--- src/rtl/core/mhtq_pkg.sv ---
// mhtq_pkg: shared types and codes for the min-heap timer queue
// used by mhtq_ctrl, mhtq_dp, the top level and the checker
package mhtq_pkg;

  localparam int KEY_W     = 32;
  localparam int ID_W      = 5;
  localparam int NUM_IDS   = 32;
  localparam int MAX_FIRED = 32;
  localparam int FIRED_W   = $clog2(MAX_FIRED + 1);

  // request codes
  localparam logic [1:0] REQ_ADD    = 2'd0;
  localparam logic [1:0] REQ_CANCEL = 2'd1;
  localparam logic [1:0] REQ_ADJUST = 2'd2;
  localparam logic [1:0] REQ_TICK   = 2'd3;

  // status codes
  localparam logic [1:0] ST_OK     = 2'd0;
  localparam logic [1:0] ST_FULL   = 2'd1;
  localparam logic [1:0] ST_ABSENT = 2'd2;

  // result kinds
  localparam logic KIND_FIRED = 1'b0;
  localparam logic KIND_DONE  = 1'b1;

  // heap read address selects
  localparam logic [2:0] RD_PARENT = 3'd0;
  localparam logic [2:0] RD_LEFT   = 3'd1;
  localparam logic [2:0] RD_RIGHT  = 3'd2;
  localparam logic [2:0] RD_TOP    = 3'd3;
  localparam logic [2:0] RD_LAST   = 3'd4;

  typedef struct packed {
    logic [KEY_W-1:0] key;
    logic [ID_W-1:0]  id;
  } entry_t;

  typedef struct packed {
    logic       cap_in;
    logic       cur_new;
    logic       cur_pos;
    logic       cur_last;
    logic       canc_set;
    logic       canc_clr;
    logic       set_st;
    logic [1:0] st_code;
    logic       rd_en;
    logic [2:0] rd_sel;
    logic       wr_final;
    logic       mv_parent;
    logic       mv_child;
    logic       save_left;
    logic       save_right;
    logic       pop;
    logic       fire_clr;
    logic       out_fire;
    logic       out_comp;
  } cmd_t;

  typedef struct packed {
    logic [1:0] req_type;
    logic       present;
    logic       full;
    logic       cnt_zero;
    logic       slot_zero;
    logic       parent_le;
    logic       left_oob;
    logic       right_oob;
    logic       chosen_lt;
    logic       top_exp;
    logic       live;
    logic       out_free;
    logic       fired_max;
  } sts_t;

endpackage

--- src/rtl/core/min_heap_timer_queue_unit.sv ---
// Min-heap timer queue: up to CAPACITY timers keyed by 32-bit expiry.
// Input channel (in_*): one request item, add / cancel / adjust / tick.
// Result channel (out_*): zero or more fired items, then one completion item
//   with out_last high carrying status, empty flag and the top expiry.
// One request is worked at a time; in_stall is high from acceptance until the
//   completion item is loaded into the result register.
// All request work is set by the heap memory, one read per cycle; a tick's
//   work grows with the timers it pops.
// A tick fires at most 32 timers; expired timers past that wait for the next tick.
// Reset (synchronous, rst_n low) empties the heap, clears all positions and
//   cancel marks; heap memory contents are not cleared and need no sweep.
// A stalled result holds in the output register; the sequencer waits on it
//   only when it has the next result ready.
// Depends on mhtq_pkg, mhtq_ctrl and mhtq_dp.
module min_heap_timer_queue_unit import mhtq_pkg::*; #(
  parameter int CAPACITY = 32
) (
  input  logic             clk,
  input  logic             rst_n,
  input  logic             in_valid,
  output logic             in_stall,
  input  logic [1:0]       in_req_type,
  input  logic [ID_W-1:0]  in_timer_id,
  input  logic [KEY_W-1:0] in_expire_time,
  input  logic [KEY_W-1:0] in_now_time,
  output logic             out_valid,
  input  logic             out_stall,
  output logic             out_kind,
  output logic [ID_W-1:0]  out_fired_id,
  output logic [1:0]       out_status,
  output logic             out_heap_empty,
  output logic [KEY_W-1:0] out_next_expire,
  output logic             out_last
);

  cmd_t cmd;
  sts_t sts;

  mhtq_ctrl u_ctrl (
    .clk      (clk),
    .rst_n    (rst_n),
    .in_valid (in_valid),
    .in_stall (in_stall),
    .sts      (sts),
    .cmd      (cmd)
  );

  mhtq_dp #(
    .CAPACITY (CAPACITY)
  ) u_dp (
    .clk             (clk),
    .rst_n           (rst_n),
    .in_req_type     (in_req_type),
    .in_timer_id     (in_timer_id),
    .in_expire_time  (in_expire_time),
    .in_now_time     (in_now_time),
    .cmd             (cmd),
    .sts             (sts),
    .out_valid       (out_valid),
    .out_stall       (out_stall),
    .out_kind        (out_kind),
    .out_fired_id    (out_fired_id),
    .out_status      (out_status),
    .out_heap_empty  (out_heap_empty),
    .out_next_expire (out_next_expire),
    .out_last        (out_last)
  );

endmodule

--- src/rtl/core/mhtq_dp.sv ---
// mhtq_dp: heap memory, id position map, cancel marks, work registers, result register
// depends on mhtq_pkg; driven by mhtq_ctrl through cmd_t
module mhtq_dp import mhtq_pkg::*; #(
  parameter int CAPACITY = 32
) (
  input  logic             clk,
  input  logic             rst_n,
  input  logic [1:0]       in_req_type,
  input  logic [ID_W-1:0]  in_timer_id,
  input  logic [KEY_W-1:0] in_expire_time,
  input  logic [KEY_W-1:0] in_now_time,
  input  cmd_t             cmd,
  output sts_t             sts,
  output logic             out_valid,
  input  logic             out_stall,
  output logic             out_kind,
  output logic [ID_W-1:0]  out_fired_id,
  output logic [1:0]       out_status,
  output logic             out_heap_empty,
  output logic [KEY_W-1:0] out_next_expire,
  output logic             out_last
);

  localparam int SW = $clog2(CAPACITY);
  localparam int CW = $clog2(CAPACITY + 1);
  localparam int XW = SW + 2;

  entry_t           heap_mem [CAPACITY];
  logic [SW-1:0]    pos_r [NUM_IDS];
  logic [NUM_IDS-1:0] pos_v_r;
  logic [NUM_IDS-1:0] canc_r;

  logic [1:0]       req_type_r;
  logic [ID_W-1:0]  req_id_r;
  logic [KEY_W-1:0] req_exp_r;
  logic [KEY_W-1:0] req_now_r;
  logic [CW-1:0]    cnt_r;
  logic [SW-1:0]    cur_slot_r;
  logic [KEY_W-1:0] cur_key_r;
  logic [ID_W-1:0]  cur_id_r;
  entry_t           rdata_r;
  entry_t           ch_r;
  logic [SW-1:0]    ch_slot_r;
  logic [ID_W-1:0]  fire_id_r;
  logic             live_r;
  logic [FIRED_W-1:0] fired_r;
  logic [1:0]       st_r;

  logic             out_valid_r;
  logic             out_kind_r;
  logic [ID_W-1:0]  out_id_r;
  logic [1:0]       out_st_r;
  logic             out_empty_r;
  logic [KEY_W-1:0] out_next_r;
  logic             out_last_r;

  logic [SW-1:0]    parent_idx;
  logic [XW-1:0]    left_x;
  logic [XW-1:0]    right_x;
  logic [XW-1:0]    cnt_x;
  logic [SW-1:0]    rd_addr;
  logic [SW-1:0]    pos_q;
  logic             wr_en;
  entry_t           wr_data;

  assign parent_idx = (cur_slot_r - SW'(1)) >> 1;
  assign left_x     = {1'b0, cur_slot_r, 1'b1};
  assign right_x    = left_x + XW'(1);
  assign cnt_x      = XW'(cnt_r);
  assign pos_q      = pos_r[req_id_r];

  always_comb begin
    unique case (cmd.rd_sel)
      RD_PARENT: rd_addr = parent_idx;
      RD_LEFT:   rd_addr = left_x[SW-1:0];
      RD_RIGHT:  rd_addr = right_x[SW-1:0];
      RD_TOP:    rd_addr = '0;
      RD_LAST:   rd_addr = cnt_r[SW-1:0];
      default:   rd_addr = '0;
    endcase
  end

  assign wr_en = cmd.wr_final | cmd.mv_parent | cmd.mv_child;

  always_comb begin
    priority if (cmd.mv_parent) begin
      wr_data = rdata_r;
    end else if (cmd.mv_child) begin
      wr_data = ch_r;
    end else begin
      wr_data = '{key: cur_key_r, id: cur_id_r};
    end
  end

  // heap memory, one write and one registered read per cycle
  always_ff @(posedge clk) begin
    if (wr_en) begin
      heap_mem[cur_slot_r] <= wr_data;
    end
    if (cmd.rd_en) begin
      rdata_r <= heap_mem[rd_addr];
    end
  end

  // every heap write also moves the position of the id written
  always_ff @(posedge clk) begin
    if (wr_en) begin
      pos_r[wr_data.id] <= cur_slot_r;
    end
  end

  always_ff @(posedge clk) begin
    if (!rst_n) begin
      pos_v_r <= '0;
      canc_r  <= '0;
    end else begin
      if (wr_en) begin
        pos_v_r[wr_data.id] <= 1'b1;
      end
      if (cmd.pop) begin
        pos_v_r[rdata_r.id] <= 1'b0;
        canc_r[rdata_r.id]  <= 1'b0;
      end
      if (cmd.canc_set) begin
        canc_r[req_id_r] <= 1'b1;
      end
      if (cmd.canc_clr) begin
        canc_r[req_id_r] <= 1'b0;
      end
    end
  end

  always_ff @(posedge clk) begin
    if (cmd.cap_in) begin
      req_type_r <= in_req_type;
      req_id_r   <= in_timer_id;
      req_exp_r  <= in_expire_time;
      req_now_r  <= in_now_time;
    end
    if (cmd.cur_new) begin
      cur_slot_r <= cnt_r[SW-1:0];
      cur_key_r  <= req_exp_r;
      cur_id_r   <= req_id_r;
    end
    if (cmd.cur_pos) begin
      cur_slot_r <= pos_q;
      cur_key_r  <= req_exp_r;
      cur_id_r   <= req_id_r;
    end
    if (cmd.cur_last) begin
      cur_slot_r <= '0;
      cur_key_r  <= rdata_r.key;
      cur_id_r   <= rdata_r.id;
    end
    if (cmd.mv_parent) begin
      cur_slot_r <= parent_idx;
    end
    if (cmd.mv_child) begin
      cur_slot_r <= ch_slot_r;
    end
    if (cmd.save_left) begin
      ch_r      <= rdata_r;
      ch_slot_r <= left_x[SW-1:0];
    end
    if (cmd.save_right && (rdata_r.key < ch_r.key)) begin
      ch_r      <= rdata_r;
      ch_slot_r <= right_x[SW-1:0];
    end
    if (cmd.pop) begin
      fire_id_r <= rdata_r.id;
      live_r    <= !canc_r[rdata_r.id];
    end
  end

  always_ff @(posedge clk) begin
    if (!rst_n) begin
      cnt_r   <= '0;
      fired_r <= '0;
      st_r    <= ST_OK;
    end else begin
      if (cmd.cur_new) begin
        cnt_r <= cnt_r + CW'(1);
      end else if (cmd.pop) begin
        cnt_r <= cnt_r - CW'(1);
      end
      if (cmd.fire_clr) begin
        fired_r <= '0;
      end else if (cmd.out_fire) begin
        fired_r <= fired_r + FIRED_W'(1);
      end
      if (cmd.cap_in) begin
        st_r <= ST_OK;
      end else if (cmd.set_st) begin
        st_r <= cmd.st_code;
      end
    end
  end

  // result register
  always_ff @(posedge clk) begin
    if (!rst_n) begin
      out_valid_r <= 1'b0;
    end else if (cmd.out_fire || cmd.out_comp) begin
      out_valid_r <= 1'b1;
    end else if (!out_stall) begin
      out_valid_r <= 1'b0;
    end
  end

  always_ff @(posedge clk) begin
    if (cmd.out_fire) begin
      out_kind_r  <= KIND_FIRED;
      out_id_r    <= fire_id_r;
      out_st_r    <= ST_OK;
      out_empty_r <= 1'b0;
      out_next_r  <= '0;
      out_last_r  <= 1'b0;
    end else if (cmd.out_comp) begin
      out_kind_r  <= KIND_DONE;
      out_id_r    <= '0;
      out_st_r    <= st_r;
      out_empty_r <= (cnt_r == '0);
      out_next_r  <= (cnt_r == '0) ? '0 : rdata_r.key;
      out_last_r  <= 1'b1;
    end
  end

  always_comb begin
    sts.req_type  = req_type_r;
    sts.present   = pos_v_r[req_id_r] && (CW'(pos_q) < cnt_r);
    sts.full      = (cnt_r >= CW'(CAPACITY));
    sts.cnt_zero  = (cnt_r == '0);
    sts.slot_zero = (cur_slot_r == '0);
    sts.parent_le = (rdata_r.key <= cur_key_r);
    sts.left_oob  = (left_x >= cnt_x);
    sts.right_oob = (right_x >= cnt_x);
    sts.chosen_lt = (ch_r.key < cur_key_r);
    sts.top_exp   = (rdata_r.key <= req_now_r);
    sts.live      = live_r;
    sts.out_free  = !out_valid_r || !out_stall;
    sts.fired_max = (fired_r == FIRED_W'(MAX_FIRED));
  end

  assign out_valid       = out_valid_r;
  assign out_kind        = out_kind_r;
  assign out_fired_id    = out_id_r;
  assign out_status      = out_st_r;
  assign out_heap_empty  = out_empty_r;
  assign out_next_expire = out_next_r;
  assign out_last        = out_last_r;

endmodule

--- src/rtl/core/mhtq_ctrl.sv ---
// mhtq_ctrl: request sequencer for the timer heap (sift up, sift down, pop loop)
// depends on mhtq_pkg; drives mhtq_dp through cmd_t, reads sts_t
module mhtq_ctrl import mhtq_pkg::*; (
  input  logic clk,
  input  logic rst_n,
  input  logic in_valid,
  output logic in_stall,
  input  sts_t sts,
  output cmd_t cmd
);

  localparam logic [3:0] S_IDLE  = 4'd0;
  localparam logic [3:0] S_DISP  = 4'd1;
  localparam logic [3:0] S_UP    = 4'd2;
  localparam logic [3:0] S_UPC   = 4'd3;
  localparam logic [3:0] S_DN    = 4'd4;
  localparam logic [3:0] S_DNL   = 4'd5;
  localparam logic [3:0] S_DNR   = 4'd6;
  localparam logic [3:0] S_DNC   = 4'd7;
  localparam logic [3:0] S_TCHK  = 4'd8;
  localparam logic [3:0] S_TTOP  = 4'd9;
  localparam logic [3:0] S_TFIRE = 4'd10;
  localparam logic [3:0] S_TLAST = 4'd11;
  localparam logic [3:0] S_TLD   = 4'd12;
  localparam logic [3:0] S_COMP  = 4'd13;
  localparam logic [3:0] S_COMPR = 4'd14;

  logic [3:0] state_r;
  logic [3:0] state_nxt;
  logic [3:0] sift_ret;

  assign in_stall = (state_r != S_IDLE);
  // after a sift-down a tick goes on popping, other requests complete
  assign sift_ret = (sts.req_type == REQ_TICK) ? S_TCHK : S_COMP;

  always_comb begin
    cmd       = '0;
    state_nxt = state_r;
    unique case (state_r)
      S_IDLE: begin
        if (in_valid) begin
          cmd.cap_in = 1'b1;
          state_nxt  = S_DISP;
        end
      end
      S_DISP: begin
        unique case (sts.req_type)
          REQ_ADD: begin
            priority if (sts.present) begin
              cmd.canc_clr = 1'b1;
              cmd.cur_pos  = 1'b1;
              state_nxt    = S_UP;
            end else if (sts.full) begin
              cmd.set_st  = 1'b1;
              cmd.st_code = ST_FULL;
              state_nxt   = S_COMP;
            end else begin
              cmd.canc_clr = 1'b1;
              cmd.cur_new  = 1'b1;
              state_nxt    = S_UP;
            end
          end
          REQ_CANCEL: begin
            if (sts.present) begin
              cmd.canc_set = 1'b1;
            end else begin
              cmd.set_st  = 1'b1;
              cmd.st_code = ST_ABSENT;
            end
            state_nxt = S_COMP;
          end
          REQ_ADJUST: begin
            if (sts.present) begin
              cmd.cur_pos = 1'b1;
              state_nxt   = S_UP;
            end else begin
              cmd.set_st  = 1'b1;
              cmd.st_code = ST_ABSENT;
              state_nxt   = S_COMP;
            end
          end
          default: begin
            cmd.fire_clr = 1'b1;
            state_nxt    = S_TCHK;
          end
        endcase
      end
      S_UP: begin
        if (sts.slot_zero) begin
          state_nxt = S_DN;
        end else begin
          cmd.rd_en  = 1'b1;
          cmd.rd_sel = RD_PARENT;
          state_nxt  = S_UPC;
        end
      end
      S_UPC: begin
        if (sts.parent_le) begin
          state_nxt = S_DN;
        end else begin
          cmd.mv_parent = 1'b1;
          state_nxt     = S_UP;
        end
      end
      S_DN: begin
        if (sts.left_oob) begin
          cmd.wr_final = 1'b1;
          state_nxt    = sift_ret;
        end else begin
          cmd.rd_en  = 1'b1;
          cmd.rd_sel = RD_LEFT;
          state_nxt  = S_DNL;
        end
      end
      S_DNL: begin
        cmd.save_left = 1'b1;
        if (sts.right_oob) begin
          state_nxt = S_DNC;
        end else begin
          cmd.rd_en  = 1'b1;
          cmd.rd_sel = RD_RIGHT;
          state_nxt  = S_DNR;
        end
      end
      S_DNR: begin
        cmd.save_right = 1'b1;
        state_nxt      = S_DNC;
      end
      S_DNC: begin
        if (sts.chosen_lt) begin
          cmd.mv_child = 1'b1;
          state_nxt    = S_DN;
        end else begin
          cmd.wr_final = 1'b1;
          state_nxt    = sift_ret;
        end
      end
      S_TCHK: begin
        if (sts.cnt_zero || sts.fired_max) begin
          state_nxt = S_COMP;
        end else begin
          cmd.rd_en  = 1'b1;
          cmd.rd_sel = RD_TOP;
          state_nxt  = S_TTOP;
        end
      end
      S_TTOP: begin
        if (sts.top_exp) begin
          cmd.pop   = 1'b1;
          state_nxt = S_TFIRE;
        end else begin
          state_nxt = S_COMP;
        end
      end
      S_TFIRE: begin
        if (!sts.live) begin
          state_nxt = S_TLAST;
        end else if (sts.out_free) begin
          cmd.out_fire = 1'b1;
          state_nxt    = S_TLAST;
        end
      end
      S_TLAST: begin
        if (sts.cnt_zero) begin
          state_nxt = S_TCHK;
        end else begin
          cmd.rd_en  = 1'b1;
          cmd.rd_sel = RD_LAST;
          state_nxt  = S_TLD;
        end
      end
      S_TLD: begin
        cmd.cur_last = 1'b1;
        state_nxt    = S_DN;
      end
      S_COMP: begin
        if (!sts.cnt_zero) begin
          cmd.rd_en  = 1'b1;
          cmd.rd_sel = RD_TOP;
          state_nxt  = S_COMPR;
        end else if (sts.out_free) begin
          cmd.out_comp = 1'b1;
          state_nxt    = S_IDLE;
        end
      end
      S_COMPR: begin
        if (sts.out_free) begin
          cmd.out_comp = 1'b1;
          state_nxt    = S_IDLE;
        end
      end
      default: begin
        state_nxt = S_IDLE;
      end
    endcase
  end

  always_ff @(posedge clk) begin
    if (!rst_n) begin
      state_r <= S_IDLE;
    end else begin
      state_r <= state_nxt;
    end
  end

endmodule

--- config.mk ---
export PLATFORM = sky130hd
export DESIGN_NAME = min_heap_timer_queue_unit
export DESIGN_NICKNAME = d
export VERILOG_FILES = /design/src/rtl/core/mhtq_pkg.sv /design/src/rtl/core/min_heap_timer_queue_unit.sv /design/src/rtl/core/mhtq_dp.sv /design/src/rtl/core/mhtq_ctrl.sv
export SDC_FILE = /design/constraint.sdc
export NUM_CORES = 2
export LEC_CHECK = 0
export ABC_AREA = 1
export ABC_CLOCK_PERIOD_IN_PS = 6200
export BUFFER_PORTS_ARGS = -buffer_cell sky130_fd_sc_hd__buf_2
export CORE_ASPECT_RATIO = 0.9
export CORE_MARGIN = 4
export CORE_UTILIZATION = 45
export DETAILED_ROUTE_END_ITERATION = 8
export MAX_ROUTING_LAYER = met4
export PLACE_DENSITY = 0.57
export SYNTH_ARGS = -nofsm -noshare
export SYNTH_HDL_FRONTEND = slang
export SYNTH_HIERARCHICAL = 1
export SYNTH_SLANG_ARGS = --single-unit
--- constraint.sdc ---
create_clock -name clk -period 6.2 [get_ports clk]
set_input_delay 0 -clock clk [delete_from_list [all_inputs] [get_ports clk]]
set_output_delay 0 -clock clk [all_outputs]
set_load 0.02 [all_outputs]
==> metrics.yaml <==
max_stage_delay_ps: 520
rr_worst_depth: 26
minimum_setup_slack_in_the_final_design_ps: 622
detail_route.drc_violations: 0
clk_root_buffer_cell: "clkbuf_16"
drt_pre_antenna_iters: 6
layout_min_cycle_time_ps: 5580
finish.utilization: 0.518
drt_wl_total_um: 212000
worst_setup_hold_path_clk_slew_ps: 60
synth_fa_ha_area_frac: 0.0269
cell_depth_of_the_worst_min_delay_path: 4
power_leakage_nw: 33.0
place.gp.congestion: 0.938
die_area_um2: 170000
worst_case_headroom_to_the_max_slew_limit: 0.142
drive_above_1_share: 0.0848
final-max-slew-violation-count: 0
critical_path.max_fanout: 92
die-width_um: 434
hp-class: "in2reg"
worstPathArrival_ps: 5970
first_iter_violations: 6307
p_total_mw: 39.3
final_design_area_no_fill_um2: 83900
dp.cells: 9062
grtUsageTotal: 0.255
min_from: "in_timer_id[3]"
cts_tree: "yes"
design.portCount: 119
finish.cell_count_without_fillers: 9527
fmax_mhz: 179
most_numerous_cell_on_the_critical_path: "nand2_1"
via_count_of_the_first_global_routing_pass: 48500
power_per_cell_area_nw_per_um2: 468
via_count: 51700
startpoint_type: "flop"
netlist_instances: 6988
finalClockSkew_ps: 30.7
grt_setup_unrepaired: "false"
viasPerCell: 5.43
number_of_placement_rows: 140
final_common_cell: "nand2_1"
synth_top_family_by_area: "simple AND/OR/NAND/NOR gates"
yosys_warnings: 6
ys_seq_area_frac: 0.667
end_kind: "flop"
floorplan.initialDensity: 0.453
grt_overflow_total: 0
core_um2: 162000
clkLatencyLatePin_ps: 820
synth.distinct_cells: 44
layout_nets: 7485
wire_per_inst_um: 22.3
report.final.hold_viol_count: 0
grt_start_max_net_pins: 166
worstPathRequired_ps: 6600
setup_viol_count_final: 0
tns_ps: 0
pre_cts_ws_ps: 587
mostFrequentLayoutCells: "nand2_1 (1,857), edfxtp_1 (1,547), inv_1 (894)"
regToRegEndpoint: "u_dp/rdata_r[13]"
grt_antenna_before_repair: 5
whs_ps: 90.9
postSynthAreaPerCell_um2: 10.5
diodes: 0
grt_first_pass_wirelength_um: 316000
synth_compound_area_frac: 0.0801
ys_seq_elements: 1671
cts-root-to-sink-buffers: 3
run_status: "complete, no violations"
r2r_start: "u_dp/cur_slot_r[0]"
placement.cell_area_um2: 76900
port-buffer-count: 118
synth-xor-area-share: 0.000955
syn_area_um2: 73400
setup.reg_to_reg.worst_slack_ps: 620
timing.max_cap.violations: 0
final_min_period_over_clock_period: 0.900
timing.setup.critical_path_class: "reg2reg"
clock_sink_count: 1671
tightestPinTransition_ps: 1290
cts_inserted_buffers: 174
crit_path_max_delay_cell_type: "buf_4"
synth_mux_area_frac: 0
critical_path.n_buffers_inverters: 6
htree_num_levels: 4
die_h_um: 391
peak_ir_drop_on_the_vdd_network_mv: 0.447
syn-num-nets: 7220
flow.area_growth_from_synthesis_pct: 14.3
cp_top_family: "simple AND/OR/NAND/NOR gates"
critPathLaunch: "u_dp/cur_slot_r[0]"
dp_hpwl_um: 124000
final_antenna_net_count: 0
post_synth_simple_gate_area: 0.156
-- per-layer routing --
layer | global-route usage | wire length (µm) | up-vias
met5 | - | 0 | -
met4 | 0.0593 | 4320 | 0
met3 | 0.0372 | 17100 | 304
met2 | 0.367 | 91300 | 2044
met1 | 0.383 | 99500 | 25200
li1 | - | - | 24200
-- flip-flops by register name (all words and copies together), names as in the netlist, 32 cells and up, named ones only --
signal                count
u_dp/heap_mem          1184
u_dp/pos_r              160
u_dp/ch_r                37
u_dp/rdata_r             37
u_dp/canc_r              32
u_dp/cur_key_r           32
u_dp/out_next_expire     32
u_dp/pos_v_r             32
u_dp/req_exp_r           32
u_dp/req_now_r           32
-- cell families after synthesis --
family | after synthesis
buf+inv | 1245
compound gates | 1101
xor+xnor | 8
flops | 1671
fa+ha+maj | 157
simple gates | 2806
-- worst reg2reg max path, delay by kind of cell (launching register included) --
family                   cells  cell delay [ps]
AO/OA/AOI/OAI                4              580
flip-flops                   1              500
AND/OR/NAND/NOR             14             1950
buffers and inverters        6             1440
adder cells (fa/ha/maj)      2              700
-- what timing repair did --
action | CTS | global route
hold buffers | 145 | 0
buffers inserted | 0 | 0
endpoints found under the hold margin | 130 | 0
gates resized for setup | 0 | 0
-- how the worst max path moves through the flow --
stage          slack (ps)                    to  cells after the start
3_5_place_dp          590   u_dp/heap_mem[8][3]                     14
2_1_floorplan        1710   u_dp/heap_mem[0][0]                     13
5_1_grt                 7      u_dp/rdata_r[13]                     26
4_1_cts               610  u_dp/heap_mem[8][15]                     14
3_3_place_gp          550   u_dp/heap_mem[8][0]                     14
6_report              620      u_dp/rdata_r[13]                     26
-- synth_stat cells (all sizes together) --
master,number,share of area
clkbuf,140,0.0072
edfxtp,1547,0.63
dfxtp,124,0.034
o22ai,1,0.000085
nand3,586,0.040
nor3b,3,0.00031
a21o,1,0.00010
nor4,4,0.00034
fa,1,0.00027
clkinv,3,0.00015
buf,198,0.016
and3,1,0.000085
o211ai,21,0.0021
xor2,7,0.00084
a21oi,191,0.013
o221ai,12,0.0014
nand3b,2,0.00020
a211oi,21,0.0021
nor2,287,0.015
o21a,1,0.00010
o21ai,775,0.053
a221oi,16,0.0019
nand4,28,0.0024
xnor2,1,0.00012
or2,9,0.00077
and2,1,0.000085
nand2,1859,0.095
o31ai,32,0.0033
inv,904,0.046
a31oi,2,0.00017
nor3,26,0.0018
a22oi,26,0.0027
o21bai,2,0.00020
ha,156,0.027
-- report_power, final --
group          total [mW]  switching [mW]  internal [mW]
clock network        10.3            4.43           5.86
registers            14.2           0.617           13.5
logic                14.8            10.9           3.96
-- cell type report --
class	instances	area [µm²]
clock buffer	216	4580
clock inverter	104	971
fill	14200	78100
inverter	907	3420
multi-input combinational	4072	19800
sequential	1671	48900
tap	2130	2670
timing repair buffer	427	3490
Note: power is estimated with default switching activity, not from simulation.
